File: src/design/crg_pkg.sv
`timescale 1ns / 1ps
`default_nettype none
// ----------------------------------------------------------------------------
// crg_pkg: shared definitions for the congruential random generator
// Constants of the prime modulus, the reduction reciprocal, register indexes,
// mode codes and the request/response types of the modular multiplier.
// ----------------------------------------------------------------------------
package crg_pkg;

  localparam int unsigned MODULUS  = 16411;
  localparam int unsigned VAL_W    = 15;
  localparam int unsigned BIN_W    = 4;
  localparam int unsigned MODE_W   = 3;
  localparam int unsigned BINS     = 10;
  localparam int unsigned MUL_A    = 17;
  localparam int unsigned ADD_C    = 19;
  localparam int unsigned SQ_D     = 4;
  localparam int unsigned LAG_INIT = 6765;

  // Product width: a*b + c with 15-bit operands stays below 2**30.
  localparam int unsigned P_W      = 2 * VAL_W;
  // Reciprocal scaling: q = (p * RECIP) >> SHIFT lies in floor(p/M)-1 .. floor(p/M).
  localparam int unsigned SHIFT    = P_W + 1;
  localparam longint unsigned RECIP = (64'd1 << SHIFT) / MODULUS;
  localparam int unsigned RECIP_W  = $clog2(RECIP + 1);
  localparam int unsigned Q_W      = $clog2(((64'd1 << P_W) / MODULUS) + 1);
  localparam int unsigned PROD_W   = P_W + RECIP_W;

  // Exponent of the inversion, x^(M-2), scanned from its top bit downwards.
  localparam int unsigned INV_TOP_BIT = $clog2(MODULUS - 2 + 1) - 1;
  localparam int unsigned BIT_W       = $clog2(INV_TOP_BIT + 1);

  // Configuration register indexes.
  localparam logic CFG_MODE = 1'b0;
  localparam logic CFG_SEED = 1'b1;

  // Mode codes; the unused codes step as linear.
  localparam logic [MODE_W-1:0] MODE_LINEAR    = 3'd0;
  localparam logic [MODE_W-1:0] MODE_QUADRATIC = 3'd1;
  localparam logic [MODE_W-1:0] MODE_ADDITIVE  = 3'd2;
  localparam logic [MODE_W-1:0] MODE_INVERSE   = 3'd3;
  localparam logic [MODE_W-1:0] MODE_COMBINED  = 3'd4;

  // Request to the multiplier: r = (a * b + c) mod M.
  typedef struct packed {
    logic             start;
    logic [VAL_W-1:0] a;
    logic [VAL_W-1:0] b;
    logic [VAL_W-1:0] c;
  } mm_req_t;

  typedef struct packed {
    logic             done;
    logic [VAL_W-1:0] r;
  } mm_rsp_t;

endpackage
`default_nettype wire

File: src/design/congruential_random_generator.sv
`timescale 1ns / 1ps
`default_nettype none
// ----------------------------------------------------------------------------
// congruential_random_generator: five-mode generator modulo the prime 16411
// Each input transaction advances the generator one step and yields one
// output transaction carrying the new value and its decile bin.
// ----------------------------------------------------------------------------
// Usage:
// The configuration port writes the mode (index 0) and the seed (index 1);
// write it only while no transaction is in progress. An input transaction
// (in_valid_i high, in_stall_o low) with in_restart_i set reloads the seed and
// the lag value before stepping. in_stall_o is high from acceptance until the
// result has been moved into the output register.
// All arithmetic runs through one modular multiply-add unit; a pass through
// it is an issue followed by its three stages. A step takes one pass in
// linear and additive mode, two in quadratic, three in combined and nineteen
// in inverse, the latter being an exponentiation by square-and-multiply over
// the 15-bit exponent. The next input transaction is taken only once the
// result has gone into the output register, so no step is accepted before
// the last one is through. The output register holds a finished result
// while out_stall_i is high; the next input transaction is accepted
// meanwhile, but its result waits in the sequencer.
// Reset clears the current value to 0, the lag value to 6765, the mode to
// linear and the seed to 1, and empties the output register.
// ----------------------------------------------------------------------------
module congruential_random_generator (
  input  wire logic                         clk_i,
  input  wire logic                         rst_ni,
  input  wire logic                         cfg_we_i,
  input  wire logic                         cfg_index_i,
  input  wire logic [crg_pkg::VAL_W-1:0]    cfg_data_i,
  input  wire logic                         in_valid_i,
  output logic                              in_stall_o,
  input  wire logic                         in_restart_i,
  output logic                              out_valid_o,
  input  wire logic                         out_stall_i,
  output logic [crg_pkg::VAL_W-1:0]         out_value_o,
  output logic [crg_pkg::BIN_W-1:0]         out_bin_o
);

  typedef enum logic [3:0] {
    ST_IDLE  = 4'b0001,
    ST_ISSUE = 4'b0010,
    ST_WAIT  = 4'b0100,
    ST_DONE  = 4'b1000
  } state_e;

  // Micro-operations of the shared unit, each (a * b + c) mod M.
  typedef enum logic [3:0] {
    OP_LIN,    // 17x + 19
    OP_QUAD1,  // 4x + 17
    OP_QUAD2,  // acc * x + 19
    OP_ADD,    // lagged + x
    OP_COMB2,  // aux - acc, as acc * (M - 1) + aux
    OP_LOAD,   // x mod M, start of the exponentiation
    OP_SQR,    // acc * acc
    OP_MULX,   // acc * x
    OP_FINV    // 17 * acc + 19
  } op_e;

  localparam int unsigned          V   = crg_pkg::VAL_W;
  localparam logic [V-1:0]         MOD_V     = V'(crg_pkg::MODULUS);
  localparam logic [V-1:0]         MOD_M1    = V'(crg_pkg::MODULUS - 1);
  localparam logic [V-1:0]         K_A       = V'(crg_pkg::MUL_A);
  localparam logic [V-1:0]         K_C       = V'(crg_pkg::ADD_C);
  localparam logic [V-1:0]         K_D       = V'(crg_pkg::SQ_D);
  localparam logic [V-1:0]         K_ONE     = V'(1);
  localparam logic [V-1:0]         K_ZERO    = '0;
  localparam logic [V-1:0]         LAG_RST   = V'(crg_pkg::LAG_INIT);
  localparam logic [V-1:0]         SEED_RST  = V'(1);
  localparam logic [V-1:0]         INV_EXP   = V'(crg_pkg::MODULUS - 2);
  localparam logic [crg_pkg::BIT_W-1:0] BIT_START = crg_pkg::BIT_W'(crg_pkg::INV_TOP_BIT - 1);
  localparam logic [crg_pkg::BIT_W-1:0] BIT_ZERO  = '0;
  localparam logic [crg_pkg::BIT_W-1:0] BIT_ONE   = crg_pkg::BIT_W'(1);
  localparam logic [crg_pkg::BIN_W-1:0] BIN_MAX   = crg_pkg::BIN_W'(crg_pkg::BINS - 1);

  // Lowest value of each decile bin above the first: ceil(k * M / 10).
  localparam logic [V-1:0] BinEdge [9] = '{
    V'((1 * crg_pkg::MODULUS + crg_pkg::BINS - 1) / crg_pkg::BINS),
    V'((2 * crg_pkg::MODULUS + crg_pkg::BINS - 1) / crg_pkg::BINS),
    V'((3 * crg_pkg::MODULUS + crg_pkg::BINS - 1) / crg_pkg::BINS),
    V'((4 * crg_pkg::MODULUS + crg_pkg::BINS - 1) / crg_pkg::BINS),
    V'((5 * crg_pkg::MODULUS + crg_pkg::BINS - 1) / crg_pkg::BINS),
    V'((6 * crg_pkg::MODULUS + crg_pkg::BINS - 1) / crg_pkg::BINS),
    V'((7 * crg_pkg::MODULUS + crg_pkg::BINS - 1) / crg_pkg::BINS),
    V'((8 * crg_pkg::MODULUS + crg_pkg::BINS - 1) / crg_pkg::BINS),
    V'((9 * crg_pkg::MODULUS + crg_pkg::BINS - 1) / crg_pkg::BINS)
  };

  state_e                         state_d, state_q;
  op_e                            op_d, op_q, op_next, op_first;
  logic [crg_pkg::BIT_W-1:0]      bit_d, bit_q, bit_next;
  logic                           op_last;
  logic [crg_pkg::MODE_W-1:0]     mode_q;
  logic [V-1:0]                   seed_q;
  logic [V-1:0]                   cur_d, cur_q;
  logic [V-1:0]                   lag_d, lag_q;
  logic [V-1:0]                   acc_d, acc_q;
  logic [V-1:0]                   aux_d, aux_q;
  logic                           out_valid_d, out_valid_q;
  logic [V-1:0]                   out_value_q;
  logic [crg_pkg::BIN_W-1:0]      out_bin_d, out_bin_q;
  logic                           in_take;
  logic                           out_free;
  logic                           out_load;
  logic                           uses_lag;
  crg_pkg::mm_req_t               mm_req;
  crg_pkg::mm_rsp_t               mm_rsp;

  crg_modmul u_modmul (
    .clk_i  (clk_i),
    .rst_ni (rst_ni),
    .req_i  (mm_req),
    .rsp_o  (mm_rsp)
  );

  // Configuration registers.
  always_ff @(posedge clk_i or negedge rst_ni) begin
    if (!rst_ni) begin
      mode_q <= crg_pkg::MODE_LINEAR;
      seed_q <= SEED_RST;
    end else if (cfg_we_i) begin
      if (cfg_index_i == crg_pkg::CFG_MODE) begin
        mode_q <= cfg_data_i[crg_pkg::MODE_W-1:0];
      end else begin
        seed_q <= cfg_data_i;
      end
    end
  end

  // First pass of a step, chosen by the mode.
  always_comb begin
    case (mode_q)
      crg_pkg::MODE_QUADRATIC: op_first = OP_QUAD1;
      crg_pkg::MODE_ADDITIVE:  op_first = OP_ADD;
      crg_pkg::MODE_COMBINED:  op_first = OP_ADD;
      crg_pkg::MODE_INVERSE:   op_first = OP_LOAD;
      default:                 op_first = OP_LIN;
    endcase
  end

  assign uses_lag = (mode_q == crg_pkg::MODE_ADDITIVE) || (mode_q == crg_pkg::MODE_COMBINED);

  // Sequencing of the passes. The inversion loads x for the top exponent bit,
  // then squares once per lower bit and multiplies by x where that bit is set.
  always_comb begin
    op_next  = op_q;
    bit_next = bit_q;
    op_last  = 1'b0;
    case (op_q)
      OP_LIN: begin
        if (mode_q == crg_pkg::MODE_COMBINED) begin
          op_next = OP_COMB2;
        end else begin
          op_last = 1'b1;
        end
      end
      OP_QUAD1: op_next = OP_QUAD2;
      OP_QUAD2: op_last = 1'b1;
      OP_ADD: begin
        if (mode_q == crg_pkg::MODE_COMBINED) begin
          op_next = OP_LIN;
        end else begin
          op_last = 1'b1;
        end
      end
      OP_COMB2: op_last = 1'b1;
      OP_LOAD: begin
        op_next  = OP_SQR;
        bit_next = BIT_START;
      end
      OP_SQR: begin
        if (INV_EXP[bit_q]) begin
          op_next = OP_MULX;
        end else if (bit_q == BIT_ZERO) begin
          op_next = OP_FINV;
        end else begin
          bit_next = bit_q - BIT_ONE;
        end
      end
      OP_MULX: begin
        if (bit_q == BIT_ZERO) begin
          op_next = OP_FINV;
        end else begin
          op_next  = OP_SQR;
          bit_next = bit_q - BIT_ONE;
        end
      end
      OP_FINV: op_last = 1'b1;
      default: op_last = 1'b1;
    endcase
  end

  // Operand selection for the shared unit.
  always_comb begin
    mm_req.start = (state_q == ST_ISSUE);
    case (op_q)
      OP_LIN:   begin mm_req.a = K_A;   mm_req.b = cur_q;  mm_req.c = K_C;   end
      OP_QUAD1: begin mm_req.a = K_D;   mm_req.b = cur_q;  mm_req.c = K_A;   end
      OP_QUAD2: begin mm_req.a = acc_q; mm_req.b = cur_q;  mm_req.c = K_C;   end
      OP_ADD:   begin mm_req.a = lag_q; mm_req.b = K_ONE;  mm_req.c = cur_q; end
      OP_COMB2: begin mm_req.a = acc_q; mm_req.b = MOD_M1; mm_req.c = aux_q; end
      OP_LOAD:  begin mm_req.a = cur_q; mm_req.b = K_ONE;  mm_req.c = K_ZERO; end
      OP_SQR:   begin mm_req.a = acc_q; mm_req.b = acc_q;  mm_req.c = K_ZERO; end
      OP_MULX:  begin mm_req.a = acc_q; mm_req.b = cur_q;  mm_req.c = K_ZERO; end
      OP_FINV:  begin mm_req.a = K_A;   mm_req.b = acc_q;  mm_req.c = K_C;   end
      default:  begin mm_req.a = K_A;   mm_req.b = cur_q;  mm_req.c = K_C;   end
    endcase
  end

  // Decile bin: the number of bin edges at or below the value.
  always_comb begin
    out_bin_d = '0;
    for (int k = 0; k < 9; k++) begin
      out_bin_d = out_bin_d + crg_pkg::BIN_W'(acc_q >= BinEdge[k]);
    end
  end

  assign in_take  = in_valid_i && (state_q == ST_IDLE);
  assign out_free = !out_valid_q || !out_stall_i;
  assign out_load = (state_q == ST_DONE) && out_free;

  always_comb begin
    state_d     = state_q;
    op_d        = op_q;
    bit_d       = bit_q;
    cur_d       = cur_q;
    lag_d       = lag_q;
    acc_d       = acc_q;
    aux_d       = aux_q;
    out_valid_d = out_valid_q;
    if (out_valid_q && !out_stall_i) begin
      out_valid_d = 1'b0;
    end
    case (state_q)
      ST_IDLE: begin
        if (in_take) begin
          if (in_restart_i) begin
            cur_d = seed_q;
            lag_d = LAG_RST;
          end
          op_d    = op_first;
          state_d = ST_ISSUE;
        end
      end
      ST_ISSUE: state_d = ST_WAIT;
      ST_WAIT: begin
        if (mm_rsp.done) begin
          acc_d = mm_rsp.r;
          aux_d = acc_q;
          if (op_last) begin
            // The lag value takes the state from before this step.
            if (uses_lag) begin
              lag_d = cur_q;
            end
            cur_d   = mm_rsp.r;
            state_d = ST_DONE;
          end else begin
            op_d    = op_next;
            bit_d   = bit_next;
            state_d = ST_ISSUE;
          end
        end
      end
      ST_DONE: begin
        if (out_load) begin
          out_valid_d = 1'b1;
          state_d     = ST_IDLE;
        end
      end
      default: state_d = ST_IDLE;
    endcase
  end

  always_ff @(posedge clk_i or negedge rst_ni) begin
    if (!rst_ni) begin
      state_q     <= ST_IDLE;
      op_q        <= OP_LIN;
      bit_q       <= BIT_ZERO;
      cur_q       <= K_ZERO;
      lag_q       <= LAG_RST;
      out_valid_q <= 1'b0;
    end else begin
      state_q     <= state_d;
      op_q        <= op_d;
      bit_q       <= bit_d;
      cur_q       <= cur_d;
      lag_q       <= lag_d;
      out_valid_q <= out_valid_d;
    end
  end

  always_ff @(posedge clk_i) begin
    acc_q <= acc_d;
    aux_q <= aux_d;
    if (out_load) begin
      out_value_q <= acc_q;
      out_bin_q   <= out_bin_d;
    end
  end

  assign in_stall_o  = (state_q != ST_IDLE);
  assign out_valid_o = out_valid_q;
  assign out_value_o = out_value_q;
  assign out_bin_o   = out_bin_q;

  // A new result appears only when the sequencer hands one over.
  assert property (@(posedge clk_i) disable iff (!rst_ni)
    $rose(out_valid_q) |-> $past(state_q == ST_DONE))
    else $error("output became valid without a finished step");

  // Results are always fully reduced.
  assert property (@(posedge clk_i) disable iff (!rst_ni)
    out_valid_q |-> (out_value_q < MOD_V))
    else $error("output value not reduced below the modulus");

  assert property (@(posedge clk_i) disable iff (!rst_ni)
    out_valid_q |-> (out_bin_q <= BIN_MAX))
    else $error("decile bin out of range");

  // The multiplier answers only to a pass the sequencer is waiting for.
  assert property (@(posedge clk_i) disable iff (!rst_ni)
    mm_rsp.done |-> (state_q == ST_WAIT))
    else $error("multiplier response outside the wait state");

endmodule
`default_nettype wire

File: src/design/crg_modmul.sv
`timescale 1ns / 1ps
`default_nettype none
// ----------------------------------------------------------------------------
// crg_modmul: three-stage modular multiply-add
// Computes (a * b + c) mod M with a reciprocal quotient estimate and a single
// correcting subtraction. One request may be in flight at a time.
// ----------------------------------------------------------------------------
module crg_modmul (
  input  wire logic            clk_i,
  input  wire logic            rst_ni,
  input  wire crg_pkg::mm_req_t req_i,
  output crg_pkg::mm_rsp_t     rsp_o
);

  localparam logic [crg_pkg::RECIP_W-1:0] RecipK = crg_pkg::RECIP_W'(crg_pkg::RECIP);
  localparam logic [crg_pkg::P_W-1:0]     ModP   = crg_pkg::P_W'(crg_pkg::MODULUS);
  localparam logic [crg_pkg::VAL_W:0]     ModD   = (crg_pkg::VAL_W + 1)'(crg_pkg::MODULUS);

  logic                       s1_q, s2_q, done_q;
  logic [crg_pkg::P_W-1:0]    p_d, p_q, p2_q;
  logic [crg_pkg::Q_W-1:0]    q_d, q_q;
  logic [crg_pkg::PROD_W-1:0] prod;
  logic [crg_pkg::P_W-1:0]    diff;
  logic [crg_pkg::VAL_W:0]    diff_lo;
  logic [crg_pkg::VAL_W-1:0]  r_d, r_q;

  // Stage one: the product and the addend.
  always_comb begin
    p_d = crg_pkg::P_W'(req_i.a) * crg_pkg::P_W'(req_i.b) + crg_pkg::P_W'(req_i.c);
  end

  // Stage two: quotient estimate by the scaled reciprocal.
  always_comb begin
    prod = crg_pkg::PROD_W'(p_q) * crg_pkg::PROD_W'(RecipK);
    q_d  = prod[crg_pkg::SHIFT +: crg_pkg::Q_W];
  end

  // Stage three: the remainder lies below twice the modulus, so one
  // conditional subtraction finishes it.
  always_comb begin
    diff    = p2_q - crg_pkg::P_W'(q_q) * ModP;
    diff_lo = diff[crg_pkg::VAL_W:0];
    if (diff_lo >= ModD) begin
      r_d = crg_pkg::VAL_W'(diff_lo - ModD);
    end else begin
      r_d = crg_pkg::VAL_W'(diff_lo);
    end
  end

  always_ff @(posedge clk_i or negedge rst_ni) begin
    if (!rst_ni) begin
      s1_q   <= 1'b0;
      s2_q   <= 1'b0;
      done_q <= 1'b0;
    end else begin
      s1_q   <= req_i.start;
      s2_q   <= s1_q;
      done_q <= s2_q;
    end
  end

  always_ff @(posedge clk_i) begin
    if (req_i.start) begin
      p_q <= p_d;
    end
    if (s1_q) begin
      q_q  <= q_d;
      p2_q <= p_q;
    end
    if (s2_q) begin
      r_q <= r_d;
    end
  end

  assign rsp_o.done = done_q;
  assign rsp_o.r    = r_q;

endmodule
`default_nettype wire

File: config.mk
export PLATFORM = sky130hd
export DESIGN_NAME = congruential_random_generator
export DESIGN_NICKNAME = d
export VERILOG_FILES = /design/src/design/crg_pkg.sv /design/src/design/congruential_random_generator.sv /design/src/design/crg_modmul.sv
export SDC_FILE = /design/constraint.sdc
export NUM_CORES = 1
export LEC_CHECK = 0
export ABC_AREA = 0
export BUFFER_PORTS_ARGS = -buffer_cell sky130_fd_sc_hd__buf_2
export CAP_MARGIN = 40
export CORE_AREA = 2 2 167 292
export CTS_BUF_LIST = sky130_fd_sc_hd__clkbuf_8
export CTS_CLUSTER_SIZE = 10
export DETAILED_ROUTE_END_ITERATION = 10
export DIE_AREA = 0 0 169 294
export HOLD_SLACK_MARGIN = 0.05
export MAX_ROUTING_LAYER = met4
export PLACE_DENSITY = 0.71
export SETUP_SLACK_MARGIN = 0.02
export SLEW_MARGIN = 25
export SYNTH_ARGS = -nofsm -noshare
export SYNTH_HDL_FRONTEND = slang
export SYNTH_HIERARCHICAL = 1
export SYNTH_SLANG_ARGS = --single-unit
File: constraint.sdc
create_clock -name clk_i -period 10.1 [get_ports clk_i]
set_input_delay 1.01 -clock clk_i [delete_from_list [all_inputs] [get_ports clk_i]]
set_output_delay 1.01 -clock clk_i [all_outputs]
set_load 0.02 [all_outputs]
; ---- Word level (Yosys, flattened, before mapping)
; Memory sizes are Yosys's and may differ from the RTL's.
; Cells that the tools add are included.
; Widths: inputs -> output; s select.
[totals]
out_inout_bits = 21
rom_bits = 16
elab_cells = 137
n_memories = 1
ff_bits = 190
inputBits = 22
[mem_list]
columns = name, words, word_bits, rd, rd_clocked_by_memory_dff, wr, line_no
row1 = (name not given), 16, 1, 1, 0, 0, congruential_random_generator.sv:173  ; if (INV_EXP[bit_q]) begin
[classes]
n_eq_ne = 29
n_addsub = 12
n_mul = 3
reduce_logical = 22
bitwise = 2
muxes = 38
order_cmp = 11
[op_table]
columns = op, count
row1 = $pmux 45 s8, 1
row2 = $mux 15, 10
row3 = $ge 15x14->1 const B, 5
row4 = $pmux 15 s2, 2
row5 = $mux 4, 14
row6 = $mul 30x14->44 const B, 1
row7 = $add 30x15->30, 1
row8 = $ge 15x13->1 const B, 2
row9 = $mul 15x15->30, 1
row10 = $pmux 4 s6, 1
row11 = $add 4x1->4, 5
row12 = $eq 4x3->1 const B, 5
row13 = $ge 16x15->1 const B, 1
row14 = $mul 16x15->16 const B, 1
row15 = $pmux 4 s4, 1
row16 = $sub 16x16->16, 1
row17 = $ge 15x11->1 const B, 1
row18 = $ge 15x12->1 const B, 1
row19 = $sub 15x15->15 const B, 1
row20 = $ne 2x2->1 const B, 7
row21 = $eq 4x2->1 const B, 3
row22 = $pmux 4 s3, 1
row23 = $reduce_and 5->1, 2
row24 = $pmux 3 s3, 1
row25 = other kinds (31), 48

; ---- Depth between registers and ports, before layout
[logic_depth]
ltp_word = 9
mapped_depth = 30
mapped_depth_nobuf = 28

; ---- Cells and area by module
; Netlist, hierarchy kept.
[modules_own_cells]
columns = mod, cells_each, seq_area_each_um2, instances, area_each_um2
row1 = crg_modmul, 2053, 2387.3, 1, 20349.5
row2 = congruential_random_generator, 486, 3010.4, 1, 5505.3

; ---- Worst setup path after synthesis
; Ideal clock, no wire load.
[synth_timing]
path_type = register -> register
startpoint = register op_q[2]
endpoint = register u_modmul/p_q[28] (netlist bit) (data pin)
synth_period_minus_slack_ns = 7.448
setup_ns = 0.262
path_buffers = 3
stages_incl_launch_ff = 29
arrival_time_ns = 7.185
required_ns = 9.838
slack_ns = 2.652
path_cell_list = dfrtp_1 > buf_2 > nor2b_1 > nand2_1 > nor2_1 > clkbuf_1 > a222oi_1 > inv_1 > clkbuf_1 > nand2_1 > fa_1 > fa_1 > inv_1 > fa_1 > inv_1 > fa_1 > inv_1 > fa_1 > fa_1 > ha_1 > a21oi_1 > o21ai_0 > a2111oi_0 > a2111oi_0 > nor2_1 > a31oi_1 > a211oi_1 > a21oi_1 > xor2_1
[synth_rtl]
columns = element, line_no
row1 = "start, declared", congruential_random_generator.sv:91  ; op_e op_d, op_q, op_next, op_first;
row2 = "start signal, assigned", congruential_random_generator.sv:285  ; op_q <= op_d;
row3 = "end signal, assigned", crg_modmul.sv:64  ; p_q <= p_d;
row4 = "end, declared", crg_modmul.sv:20  ; logic [crg_pkg::P_W-1:0] p_d, p_q, p2_q;

==> impl_metrics.json <==
{
  "drv_cap": 0,
  "critPathKind": "register to register",
  "max_freq_mhz": 110,
  "start_util_pct": 54.5,
  "synth_common_cells": "inv_1, fa_1, ha_1, nand2_1, edfxtp_1",
  "syn-instance-count": 2539,
  "route.detailed.drc": 0,
  "place.gp.congestion": 0.998,
  "worst_pin_slew_ns": 0.894,
  "wire_per_inst_microns": 20.5,
  "num_rows": 106,
  "synthArstFlopShare_pct": 33.7,
  "cts_tree": "done",
  "syn_nets": 3259,
  "synth_top_area_cell": "fa_1",
  "cts_resized": 0,
  "cp-start-kind": "register",
  "hold_path_class": "input port to asynchronous set/reset pin",
  "synth.most_common_cell": "inv_1",
  "dieArea_sq_um": 49700,
  "ctsHoldBuffers": 0,
  "grtUsageTotal_pct": 28.2,
  "ys_ff_latch": 190,
  "fin_nets": 3275,
  "vias": 17934,
  "finalCriticalPeriod_ns": 9.07,
  "crit_path_max_fanout": 21,
  "grt_max_degree": 65,
  "finalHoldViolCount": 0,
  "yosysUniqueCellTypes": 81,
  "synth_top_area_share_pct": 31.8,
  "io_buffer_count": 42,
  "yosys_warnings": 6,
  "slew_headroom_pct": 38.9,
  "drive_above_1_share_pct": 6.39,
  "final_max_slew_viol_count": 0,
  "cts_buffer_depth": 2,
  "cts_sinks": 190,
  "clk_latency_ns": 0.52,
  "antenna_found_initial": 1,
  "rsz0062_at_grt": "no",
  "grt_pass1_wl_microns": 104000,
  "arrival_ns": 9.33,
  "synth-edff-count": 126,
  "avgSynthCellArea_sq_um": 10.2,
  "routed_wirelength_microns": 64800,
  "timing.setup.tns_ns": 0,
  "drtPass1Iterations": 8,
  "post-route-period-util_pct": 89.8,
  "cts_setup_buffers": 0,
  "h-tree-depth": 4,
  "cts_root_buf": "clkbuf_8",
  "yosysSeqAreaShare_pct": 20.9,
  "first_global_vias": 19934,
  "area_delta_synth_final_pct": 5.33,
  "cts_buffers": 17,
  "path_clk_slew_ns": 0.12,
  "vias_per_cell": 5.67,
  "core_area_sq_um": 47500,
  "netlist_top_cells_area": "fa_1, edfxtp_1, ha_1",
  "grt_overflow": 0,
  "ant_nets": 0,
  "nFillCells": 4069,
  "end_kind": "register",
  "die_h_microns": 294,
  "dpl.hpwl_microns": 55200,
  "setup_viol": 0,
  "die_w_microns": 169,
  "ys.flop_type": "edfxtp_1",
  "syn-cell-area_sq_um": 25900,
  "fin_skew_ns": 0.0270,
  "drt_iter0_drc": 1045,
  "status": "completed",
  "ioPinCount": 43,
  "required_ns": 10.36
}
-- critical path, stage by stage, from the launching register on --
cell       delay [ns]
dfrtp_1          0.64
nor2b_1          0.40
nand2_1          0.18
nor2_1           0.64
a222oi_1         0.19
inv_1            0.48
nand2_1          0.18
fa_1             0.53
fa_1             0.55
inv_1            0.06
fa_1             0.51
inv_1            0.06
fa_1             0.53
inv_1            0.05
fa_1             0.49
fa_1             0.41
ha_1             0.38
a21oi_1          0.19
o21ai_0          0.14
a2111oi_0        0.84
a2111oi_0        0.25
buf_4            0.19
nor2_1           0.15
a31oi_1          0.13
a211oi_1         0.35
a21oi_1          0.13
xor2_1           0.15
-- state kept, by name, summed over array words and instances (netlist names) --
| signal | cells |
|---|---|
| acc_q | 15 |
| aux_q | 15 |
| bit_q | 4 |
| cur_q | 15 |
| lag_q | 15 |
| mode_q | 3 |
| op_q | 4 |
| out_bin_o | 4 |
| out_valid_o | 1 |
| out_value_o | 15 |
| seed_q | 15 |
| state_q | 4 |
| u_modmul/done_q | 1 |
| u_modmul/p2_q | 16 |
| u_modmul/p_q | 30 |
| u_modmul/q_q | 16 |
| u_modmul/r_q | 15 |
| u_modmul/s1_q | 1 |
| u_modmul/s2_q | 1 |
-- through the flow --
| step | cells | hold WS, ns | worst slack (ns) | instance area [sq um] | utilization, % |
|---|---|---|---|---|---|
| final | 3163 | 0.438 | 1.03 | 27200 | 57.4 |
| after global routing | 3163 | 0.434 | 0.530 | 27200 | 57.4 |
| after CTS | 3159 | 0.520 | 1.21 | 27200 | 57.3 |
| after detailed placement | 3127 | 0.460 | 1.22 | 26700 | 56.3 |
| after global placement | 3126 | 0.474 | 1.45 | 26700 | 56.2 |
| after floorplan | 2539 | 0.427 | 2.65 | 25900 | - |
-- final timing paths --
| check | startpoint | endpoint | slack [ns] | cells after the start |
|---|---|---|---|---|
| hold / removal | rst_ni | lag_q[13] | 0.44 | 2 |
| hold reg to reg | u_modmul/r_q[2] | acc_q[2] | 0.52 | 0 |
| setup / recovery | op_q[3] | u_modmul/p_q[28] | 1.03 | 26 |
| max in group asynchronous | rst_ni | lag_q[2] | 9.09 | 3 |
| setup reg to reg | op_q[3] | u_modmul/p_q[28] | 1.03 | 26 |
| min in group clk_i | u_modmul/r_q[2] | acc_q[2] | 0.52 | 0 |
-- cells in the final DEF (no fill, tap or decap), drive strengths merged, types with 8 or more instances in the layout --
master   instances
a21o            20
dfstp           10
buf             70
o21bai          12
a211oi          21
nand3           18
o22ai           19
nor2            67
o22a            10
or3              9
nand2          180
ha             287
clkbuf          18
xor2            24
nor2b            8
dfrtp           54
a31oi            8
edfxtp         126
nand2b          12
o21ai           61
mux2            25
o211ai          12
a22o            25
inv            632
a21oi           88
and2           105
a2bb2oi         16
a222oi          12
o2bb2ai          8
xnor2           54
o31ai            8
nor3            28
fa             411
o21a            22
-- cell families after synthesis --
logic type                 share of synthesized area [%]
adders and majority gates                           45.7
buffers and inverters                               10.2
and+or+nand+nor                                     9.06
AOI/OAI and AO/OA                                   10.4
xor gates and xnor gates                            2.64
muxes                                               1.10
DFF                                                 20.9
-- area by class of cell --
| class | count | area [sq um] | share of cell area [%] |
|---|---|---|---|
| tap | 594 | 743 | 2.73 |
| antenna | 1 | 2.50 | 0.00919 |
| timing repair buffer | 71 | 452 | 1.66 |
| clock buffer | 17 | 234 | 0.859 |
| sequential | 190 | 5400 | 19.8 |
| clock inverter | 15 | 229 | 0.841 |
| inverter | 621 | 2330 | 8.56 |
| multi-input combinational | 1654 | 17800 | 65.5 |
-- per-layer routing --
layer  global-route usage [%]  vias up  part of all wire [%]
li1                         -     8176                     -
met1                     27.1     9102                    34
met2                     53.5      468                    56
met3                     2.31      188                   2.7
met4                     17.9        0                   7.0
met5                        -        -                     0
Power is not shown: default switching activity piles up to over one toggle a cycle in this logic, so the estimate is an artifact.
